File: config.mk
export PLATFORM = sky130hd
export DESIGN_NAME = sstg_timing
export DESIGN_NICKNAME = d
export VERILOG_FILES = /design/src/sv/sstg_pkg.sv /design/src/sv/sstg_timing.sv
export SDC_FILE = /design/constraint.sdc
export NUM_CORES = 1
export LEC_CHECK = 0
export BUFFER_PORTS_ARGS = -buffer_cell sky130_fd_sc_hd__buf_2
export CORE_UTILIZATION = 40
export CTS_BUF_LIST = sky130_fd_sc_hd__clkbuf_8 sky130_fd_sc_hd__clkbuf_16
export DETAILED_ROUTE_END_ITERATION = 7
export PLACE_DENSITY = 0.57
export SYNTH_ARGS = -nofsm -noshare
export SYNTH_HDL_FRONTEND = slang
export SYNTH_SLANG_ARGS = --single-unit
File: constraint.sdc
create_clock -name clk -period 7 [get_ports clk]
set_clock_uncertainty 0.2 [all_clocks]
set_input_delay 0.35 -clock clk [delete_from_list [all_inputs] [get_ports clk]]
set_output_delay 0.35 -clock clk [all_outputs]
set_load 0.01 [all_outputs]
File: src/sv/sstg_pkg.sv
package sstg_pkg;

	// Line geometry
	localparam int LINE_WIDTH = 320;
	localparam int LINE_COUNT = 240;
	localparam int PIX_W      = $clog2(LINE_WIDTH);
	localparam int LINE_W     = $clog2(LINE_COUNT);

	// Field and storage widths
	localparam int COLOR_W = 8;
	localparam int TONE_W  = 12;
	localparam int SEG_W   = 3;
	localparam int STORE_W = 2 * COLOR_W;
	localparam int RATE_W  = 17;
	localparam int LEN_W   = 14;
	localparam int CNT_W   = 4;
	localparam int SEG_NUM = 6;
	localparam int SEG_IDX_W = $clog2(SEG_NUM);

	// Sample rate limits and reset value
	localparam int RATE_DEFAULT = 48000;
	localparam logic [RATE_W-1:0] RATE_RESET = RATE_W'(RATE_DEFAULT);
	localparam logic [RATE_W-1:0] RATE_MIN   = RATE_W'(8000);
	localparam logic [RATE_W-1:0] RATE_MAX   = RATE_W'(96000);

	typedef enum logic [SEG_W-1:0] {
		SEG_SYNC       = 3'd0,
		SEG_SYNC_PORCH = 3'd1,
		SEG_LUMA       = 3'd2,
		SEG_SEPARATOR  = 3'd3,
		SEG_PORCH      = 3'd4,
		SEG_CHROMA     = 3'd5
	} segment_t;

	typedef logic [LEN_W-1:0] len_arr_t [SEG_NUM];

	// Segment length is (LEN_MUL * rate + LEN_ADD) / 1000, or / 2000 where LEN_BY_2000 is set.
	localparam logic [6:0]  LEN_MUL [SEG_NUM] = '{7'd9, 7'd3, 7'd88, 7'd9, 7'd3, 7'd44};
	localparam logic [10:0] LEN_ADD [SEG_NUM] =
		'{11'd999, 11'd999, 11'd0, 11'd1999, 11'd1999, 11'd0};
	localparam logic [SEG_NUM-1:0] LEN_BY_2000 = 6'b011000;

	localparam len_arr_t LEN_RESET = '{
		LEN_W'((9 * RATE_DEFAULT + 999) / 1000),
		LEN_W'((3 * RATE_DEFAULT + 999) / 1000),
		LEN_W'((88 * RATE_DEFAULT) / 1000),
		LEN_W'((9 * RATE_DEFAULT + 1999) / 2000),
		LEN_W'((3 * RATE_DEFAULT + 1999) / 2000),
		LEN_W'((44 * RATE_DEFAULT) / 1000)
	};

	// Numerator of the length division and the reciprocal of 125.
	// Dividing by 1000 is a shift by three followed by a division by 125.
	localparam int NUM_W       = 24;
	localparam int SH_W        = NUM_W - 3;
	localparam int RECIP_W     = 29;
	localparam int RECIP_SHIFT = 35;
	localparam int PROD_W      = SH_W + RECIP_W;
	// ceil(2^35 / 125)
	localparam logic [RECIP_W-1:0] RECIP_125 = 29'd274877907;

	// Fixed tones in hertz
	localparam logic [TONE_W-1:0] TONE_SYNC  = 12'd1200;
	localparam logic [TONE_W-1:0] TONE_BLACK = 12'd1500;
	localparam logic [TONE_W-1:0] TONE_PORCH = 12'd1900;
	localparam logic [TONE_W-1:0] TONE_WHITE = 12'd2300;

	typedef logic [TONE_W-1:0] tone_lut_t [2**COLOR_W];

	function automatic tone_lut_t build_tone_lut();
		tone_lut_t lut;
		for (int c = 0; c < 2**COLOR_W; c++) begin
			lut[c] = TONE_W'(1500 + (c * 800) / 255);
		end
		return lut;
	endfunction

	localparam tone_lut_t TONE_LUT = build_tone_lut();

	typedef struct packed {
		logic             busy;
		logic             realign;
		logic [LEN_W-1:0] acc;
		logic [PIX_W-1:0] idx;
	} timing_status_t;

endpackage

File: src/sv/sstg_timing.sv
module sstg_timing (
	input  logic                          clk,
	input  logic                          arst_n,
	input  logic                          cfg_we,
	input  logic [sstg_pkg::RATE_W-1:0]   cfg_wdata,
	input  sstg_pkg::segment_t            seg,
	input  logic [sstg_pkg::LEN_W-1:0]    sample_idx,
	output sstg_pkg::len_arr_t            seg_len,
	output sstg_pkg::timing_status_t      status
);
	import sstg_pkg::*;

	typedef enum logic [2:0] {
		ST_IDLE = 3'b001,
		ST_LEN  = 3'b010,
		ST_DIV  = 3'b100
	} seq_state_t;

	localparam logic [CNT_W-1:0] LEN_LAST = CNT_W'(2 * SEG_NUM - 1);
	localparam logic [CNT_W-1:0] DIV_LAST = CNT_W'(PIX_W);
	localparam int P_W = LEN_W + PIX_W;

	seq_state_t             st_q;
	logic [CNT_W-1:0]       cnt_q;
	logic                   done_q;
	logic [RATE_W-1:0]      rate_q;
	logic [LEN_W-1:0]       len_q [SEG_NUM];
	logic [NUM_W-1:0]       num_q;
	logic [LEN_W-1:0]       rem_q;
	logic [PIX_W-1:0]       quo_q;
	logic [PIX_W-1:0]       dvd_q;

	logic [SEG_IDX_W-1:0]   k;
	logic [RATE_W-1:0]      rate_c;
	logic [NUM_W-1:0]       num_c;
	logic [SH_W-1:0]        num_sh;
	logic [PROD_W-1:0]      prod_c;
	logic [LEN_W-1:0]       len_c;
	logic [LEN_W-1:0]       cur_len;
	logic [P_W-1:0]         pnum_c;
	logic [LEN_W:0]         trial;
	logic                   ge;

	assign k = cnt_q[SEG_IDX_W:1];

	always_comb begin
		if (rate_q < RATE_MIN) begin
			rate_c = RATE_MIN;
		end else if (rate_q > RATE_MAX) begin
			rate_c = RATE_MAX;
		end else begin
			rate_c = rate_q;
		end
	end

	// Even count: form the numerator. Odd count: divide it and store the length.
	assign num_c  = NUM_W'(LEN_MUL[k]) * NUM_W'(rate_c) + NUM_W'(LEN_ADD[k]);
	assign num_sh = LEN_BY_2000[k] ? SH_W'(num_q >> 4) : SH_W'(num_q >> 3);
	assign prod_c = PROD_W'(num_sh) * PROD_W'(RECIP_125);
	assign len_c  = prod_c[RECIP_SHIFT +: LEN_W];

	// Restoring division of sample_idx * LINE_WIDTH by the current segment length,
	// one quotient bit per cycle, to realign the pixel stepper after a rate change.
	assign cur_len = len_q[seg];
	assign pnum_c  = P_W'(sample_idx) * P_W'(LINE_WIDTH);
	assign trial   = {rem_q, dvd_q[PIX_W-1]};
	assign ge      = trial >= {1'b0, cur_len};

	always_ff @(posedge clk or negedge arst_n) begin
		if (!arst_n) begin
			st_q   <= ST_IDLE;
			cnt_q  <= '0;
			done_q <= 1'b0;
			rate_q <= RATE_RESET;
			len_q  <= LEN_RESET;
		end else begin
			done_q <= 1'b0;
			if (cfg_we) begin
				rate_q <= cfg_wdata;
				st_q   <= ST_LEN;
				cnt_q  <= '0;
			end else begin
				case (st_q)
					ST_LEN: begin
						if (cnt_q[0]) begin
							len_q[k] <= len_c;
						end
						if (cnt_q == LEN_LAST) begin
							st_q  <= ST_DIV;
							cnt_q <= '0;
						end else begin
							cnt_q <= cnt_q + 1'b1;
						end
					end
					ST_DIV: begin
						if (cnt_q == DIV_LAST) begin
							st_q   <= ST_IDLE;
							cnt_q  <= '0;
							done_q <= 1'b1;
						end else begin
							cnt_q <= cnt_q + 1'b1;
						end
					end
					default: begin
						st_q  <= ST_IDLE;
						cnt_q <= '0;
					end
				endcase
			end
		end
	end

	always_ff @(posedge clk) begin
		if (st_q == ST_LEN && !cnt_q[0]) begin
			num_q <= num_c;
		end
		if (st_q == ST_DIV) begin
			if (cnt_q == '0) begin
				rem_q <= pnum_c[P_W-1:PIX_W];
				dvd_q <= pnum_c[PIX_W-1:0];
				quo_q <= '0;
			end else begin
				rem_q <= ge ? LEN_W'(trial - {1'b0, cur_len}) : trial[LEN_W-1:0];
				dvd_q <= dvd_q << 1;
				quo_q <= {quo_q[PIX_W-2:0], ge};
			end
		end
	end

	assign seg_len        = len_q;
	assign status.busy    = (st_q != ST_IDLE) || done_q;
	assign status.realign = done_q;
	assign status.acc     = rem_q;
	assign status.idx     = quo_q;

	a_cfg_busy: assert property (@(posedge clk) disable iff (!arst_n)
		cfg_we |=> status.busy)
		else $error("rate write did not start the length sequence");

	a_done_pulse: assert property (@(posedge clk) disable iff (!arst_n)
		done_q |=> !done_q)
		else $error("realign strobe lasted more than one cycle");

endmodule

==> summary.md, run 1 <==
| Metric | Value |
|---|---|
| Outcome | finished with violations |
| Failing checks | negative setup slack |
| Drt total wl | 64570 µm |
| Fin. max-slew vios | 0 |
| CTS tree | done |
| Most frequent cells in the layout | 407 x inv_1, 270 x ha_1, 234 x fa_1 |
| Max_cap viols | 0 |
| Seq/Total Area, Yosys | 19.22% |
| Synth area leaders | fa_1 24%, ha_1 18%, dfrtp_1 9.8%, inv_1 7.8%, edfxtp_1 6.5% |
| CTS Sinks | between 150 and 200 |
| Post-route ant nets | 0 |
| Antenna violations before repair | 0 |
| Boundary Pins | approximately 150 |
| Synth Warn # | 0 |
| Avg Cell Area, Syn | between 9 and 10 µm² |
| Async SR Flop Fraction | between 60% and 70% |
| Post-layout util | 51.54% |
| CP max stage delay | ~0.54 ns |
| Crit Path Category | flop to flop |
| DP Wirelength | ~53000 µm |
| Final setup viols | 70 |
| Post-DR vias/cell | 5.270 |
| Final worst setup slack | -0.1984 ns |
| 1st-iter DRT viols | 868 |
| Final net count | between 3k and 4k |
| CORE AREA | approximately 53000 µm² |
| Largest net degree at the start of global routing | 81 |
| Vias in the first global route | around 18k |
| Mapped cell area | roughly 22000 µm² |
| Dpl ws | -0.8566 ns |
| Final hold violation count | 0 |
| Worst skew pair latency | between 0.4 and 0.5 ns |
| Gr ovfl total | 0 |
| Final Critical Period | just over 7 ns |
| Startpoint types | flop |
| Post-synthesis cell count | 2244 |
| GRT Util Overall | 23.43% |
| CP required | about 7 ns |
| Synth unique cells | 79 |
| Row count | 84 |
| Most common cell after layout, fill and taps aside | inv_1 |
| Placed Cells | about 3.2k |
| RSZ-0062 raised after global routing | true |
| Post-synth net total | 2863 |
| CTS max path bufs | 2 |
| Slew @ Worst Pin | approximately 1.4 ns |
| Remaining DRCs | 0 |
| Relative slew slack | under 10% |
| I/O Buffers | between 100 and 150 |
| Inserted Clock Buffers | 17 |
| Clock transition at path regs | 0.07 ns |
| Wirelength per Cell | 19.53 µm |
| First-pass GRT wire length | between 100000 and 150000 µm |
| Routed via count | 17.43k |
| Die area | around 55000 µm² |
| Root buf cell | clkbuf_16 |
| DRT Pass-1 Iters | 5 |
| Worst hold path class | primary input to flop |
| Layout cells sized above 1 | 30.24% |
| GP Congestion | between 0.9 and 1 |
| Crit-path most repeated cell | fa_1 |
| Dominant cell type by area after synthesis | fa_1 |
| Data arrival, critical path | around 7.3 ns |
| Ant diodes | 0 |
| Post-synth EDFFs | 47 |
| Die X-Extent | 234.8 µm |
| Area grow syn2layout | 26.14% |
| Final worst-path cycle share | 102.8% |
| H-tree depth | 4 |
| Starting density of the core | between 40% and 50% |
| Critical-path top delay cell | fa_1 |
| Kind of end point of the critical path | flop |
| Fmax | between 100 and 150 MHz |
| Cell Count, Final, Fillers Out | roughly 3.3k |
| Flops & latches, synth | 156 |
| CP Max Fanout | 6 |
| Share of the synthesized area in the top cell type | roughly a quarter |
| Synth Flop Type | dfrtp_1 |
| Die Y | 234.8 µm |
## timing repair
action,in CTS,in global routing
gates resized for setup,148,172
hold endpoints to repair,47,0
cloned,1,1
hold buffers,19,0
endpoints found under the setup margin,84,85
pin swaps,102,98
buffers inserted,24,18
## logic make-up after synthesis
group                      count (synthesis)  synth area share [%]
buffers and inverters                    508                 8.914
xor gates and xnor gates                  42                 1.696
adders and majority gates                582                 42.72
muxes                                     85                 5.037
DFF                                      156                 19.22
and+or+nand+nor                          539                 11.83
AOI/OAI and AO/OA                        332                 10.59
## final cells by class
class | instances | area (µm²)
clock inverter | 15 | 150.1
timing repair buffer | 402 | 2854
multi-input combinational | 1580 | 17190
fill | 4789 | 25720
tap | 688 | 860.8
inverter | 449 | 1703
sequential | 156 | 4169
clock buffer | 17 | 425.4
## Yosys cell counts, types with 14 or more instances
cell type and instances:
inv_1 449, ha_1 318, fa_1 264, nand2_1 191, nor2_1 135, a21oi_1 94, dfrtp_1 85, mux2_2 53
edfxtp_1 47, clkbuf_1 43, o21ai_0 42, and3_1 34, nand3_1 33, o31ai_1 32, a21o_1 30, xnor2_1 28
dfstp_2 24, nand4_1 21, nor3_1 21, and2_1 18, mux2i_1 18, nand2b_1 17, or3_1 16, a211oi_1 15
a31oi_1 14, mux4_2 14, xor2_1 14
## flip-flops by register name (all words and copies together), names as in the netlist
name and count:
quo_q 9, dvd_q 3, cnt_q 4, seg_len 84, num_q 21, done_q 1
rem_q 14, st_q 3, rate_q 17
## through the flow
step / hold WS, ns / instance area [µm²] / TNS (ns)
detailed placement: 0.1096 / 24780 / -46.11
global placement: 0.1067 / 24780 / -38.00
finish: 0.06231 / 27360 / -7.428
CTS: 0.02907 / 26510 / -2.700
floorplan: -0.1456 / 21960 / 0
global route: 0.06063 / 27360 / -21.63
## final timing paths
path | start | end | slack, ns | cells after the start
worst max-delay path | cnt_q[1] | seg_len[83] | -0.20 | 28
worst min-delay path | sample_idx[0] | dvd_q[6] | 0.06 | 2
worst max register to register | cnt_q[1] | seg_len[83] | -0.20 | 28
worst min register to register | seg_len[74] | seg_len[74] | 0.29 | 2
max in group asynchronous | arst_n | seg_len[18] | 5.05 | 3
min in group asynchronous | arst_n | rate_q[14] | 0.17 | 2
## worst max-delay path: cells and delay by family (launching register included)
family	cells	cell delay, ns
compound gates	5	1.31
fa+ha+maj	8	3.53
buf+inv	8	0.82
flops	1	0.40
simple gates	7	0.78
## metal layers
layer	vias up	GRT usage (%)	share of wire [%]
met2	409	38.37	47
met3	60	3.466	4.4
met5	-	0	0
met4	0	4.406	1.6
li1	8186	-	-
met1	8773	32.99	47
Power of run 1 is not shown: default switching activity piles up to over one toggle a cycle in this logic, so the estimate is an artifact.
==> run 2, diff against run 1 <==
==> constraint.sdc (replaced) <==
create_clock -name clk -period 7 [get_ports clk]
set_clock_uncertainty 0.2 [all_clocks]
set_input_delay 0.7 -clock clk [delete_from_list [all_inputs] [get_ports clk]]
set_output_delay 0.7 -clock clk [all_outputs]
set_load 0.01 [all_outputs]
==> run 2 against run 1 <==
The run still ends with negative setup slack left. Clock-buffer cell count is 3 higher. Hold slack better by 0.21 ns. Final cell count is 0.45% lower. Critical endpoint unchanged.
==> summary.md, run 2 (synthesis gave the netlist of run 1 again) <==
| Metric | Value |
|---|---|
| Outcome | finished with violations |
| Failing checks | negative setup slack |
| Die area | 55150 µm² (unchanged) |
| Startpoint types | flop |
| Final hold violation count | 0 (unchanged) |
| Routed via count | 17.45k (+0.11%) |
| Antenna violations before repair | 0 (unchanged) |
| Post-route ant nets | 0 (unchanged) |
| CTS Sinks | 156 (unchanged) |
| Final Critical Period | 7.330 ns (+0.1319 ns) |
| CP max stage delay | 0.54 ns (about the same) |
| CTS max path bufs | 2 (unchanged) |
| Largest net degree at the start of global routing | 81 (unchanged) |
| Row count | 84 (unchanged) |
| CTS tree | done |
| Clock transition at path regs | 0.07 ns (about the same) |
| First-pass GRT wire length | 100800 µm (-0.34%) |
| GP Congestion | 0.9434 (about the same) |
| RSZ-0062 raised after global routing | true |
| Post-DP Area | 24780 µm² (unchanged) |
| GRT Util Overall | 23.46% (+0.024 points) |
| Boundary Pins | 146 (unchanged) |
| Root buf cell | clkbuf_16 |
| Post-DR vias/cell | 5.300 (+0.57%) |
| Fillers | 4792 (+0.063%) |
| CP Max Fanout | 7 (+1) |
| Worst hold path class | primary input to flop |
| Worst skew pair latency | 0.46 ns (about the same) |
| Most Used Layer, Global Route | met2 |
| Fmax | 136.4 MHz (-1.8%) |
| Slew @ Worst Pin | 1.345 ns (-0.01162 ns) |
| Wirelength per Cell | 19.59 µm (+0.32%) |
| Post-layout util | 51.64% (+0.099 points) |
| Remaining DRCs | 0 (unchanged) |
| Fin. max-slew vios | 0 (unchanged) |
| Final instance area | 27410 µm² (+0.19%) |
| GRT met3 Usage | 4.253% (+0.79 points) |
| 1st-iter DRT viols | 1076 (+24%) |
| Kind of end point of the critical path | flop |
| Final worst setup slack | -0.3303 ns (-0.1319 ns) |
| Most frequent cells in the layout | 406 x inv_1, 264 x ha_1, 238 x fa_1 |
| Layout cells sized above 1 | 30.95% (+0.71 points) |
| Hold WS | 0.2725 ns (+0.2102 ns) |
| Final net count | 3210 (-0.47%) |
| Ant diodes | 0 (unchanged) |
| Max_cap viols | 0 (unchanged) |
| Inserted Clock Buffers | 17 (unchanged) |
| Most common cell after layout, fill and taps aside | inv_1 |
| Vias in the first global route | 17.88k (-0.91%) |
| DRT Pass-1 Iters | 5 (unchanged) |
| CP required | 7.11 ns (about the same) |
| Final setup viols | 66 (-5.7%) |
| Gr ovfl total | 0 (unchanged) |
| Placed Cells | 3217 (unchanged) |
| CORE AREA | 53080 µm² (unchanged) |
| Met1 GRT Util | 32.84% (-0.15 points) |
| Drt total wl | 64480 µm (-0.14%) |
| Number of flip-flops in the largest register | 84 (unchanged) |
| I/O Buffers | 145 (unchanged) |
| Crit Path Category | flop to flop |
| Area grow syn2layout | 26.38% |
| Final worst-path cycle share | 104.7% (+1.9 points) |
| Data arrival, critical path | 7.44 ns (+0.14 ns) |
| Critical-path top delay cell | a2111o_1 |
| Met2 Track Usage GR | 37.51% (-0.87 points) |
| H-tree depth | 4 (unchanged) |
| Crit-path most repeated cell | fa_1 |
| Starting density of the core | 40.86% (unchanged) |
| Relative slew slack | 9.983% (+0.78 points) |
| Cell Count, Final, Fillers Out | 3292 (-0.45%) |
| Reg2Reg Setup Slack | -0.33 ns (-0.13 ns) |
| Die Y | 234.8 µm (unchanged) |
| Die X-Extent | 234.8 µm (unchanged) |
| DP Wirelength | 53120 µm (-0.22%) |
## run 2: cell count changes in the layout (fill, tap and decap cells not counted), moves of 4 or more
cell and change:
dlygate4sd3_1 -18, o31ai_1 -8, o31ai_2 +7, ha_1 -6
buf_4 +5, fa_1 +4, fa_2 -4, ha_4 +4
nand2_4 -4
## run 2: metrics by stage
stage / TNS [ns] / setup slack [ns]
floorplan: 0 / 0.02126
global placement: -38.09 / -0.7285
global route: -23.59 / -0.4785
finish: -11.00 / -0.3303
CTS: -5.495 / -0.2209
detailed placement: -47.72 / -0.8608
## run 2: metal layers
metal	routed length [µm]	up-vias
met5	0	-
met1	29620	8768
li1	-	8173
met3	3209	75
met4	1268	0
met2	30390	432
## run 2: timing repair
| item | CTS | global route |
|---|---|---|
| resized for setup | 157 | 186 |
| hold buffers | 1 | 0 |
| hold endpoints to repair | 20 | 0 |
| pin swaps | 65 | 102 |
| endpoints found under the setup margin | 84 | 85 |
| cloned | 1 | 1 |
| setup buffers | 18 | 28 |
## run 2: area by class of cell
cell class / instances / area, µm² / share of cell area [%]
clock buffers: 20 / 478.0 / 1.744
clock inverters: 12 / 136.4 / 0.4976
inverters: 449 / 1708 / 6.231
multi-input cells: 1580 / 17350 / 63.32
flip-flops and latches: 156 / 4169 / 15.21
well taps: 688 / 860.8 / 3.141
repair buffers: 387 / 2703 / 9.860
## run 2: path summary, 6_finish.rpt
path | startpoint | end | cells past startpoint
worst max-delay path | cnt_q[3] | seg_len[83] | 29
worst min-delay path | cfg_wdata[9] | rate_q[9] | 2
worst max register to register | cnt_q[3] | seg_len[83] | 29
worst min register to register | seg_len[60] | seg_len[60] | 2
max in group asynchronous | arst_n | seg_len[27] | 3
min in group asynchronous | arst_n | st_q[1] | 2
## run 2: worst max-delay path: cells and delay by family, from the launching register on
family                   cells  cell delay, ns
AO/OA/AOI/OAI                5            1.40
adder cells (fa/ha/maj)      8            3.59
buffers and inverters       10            0.72
flip-flops                   1            0.39
AND/OR/NAND/NOR              6            0.85
Power of run 2 is left out for the same reason.
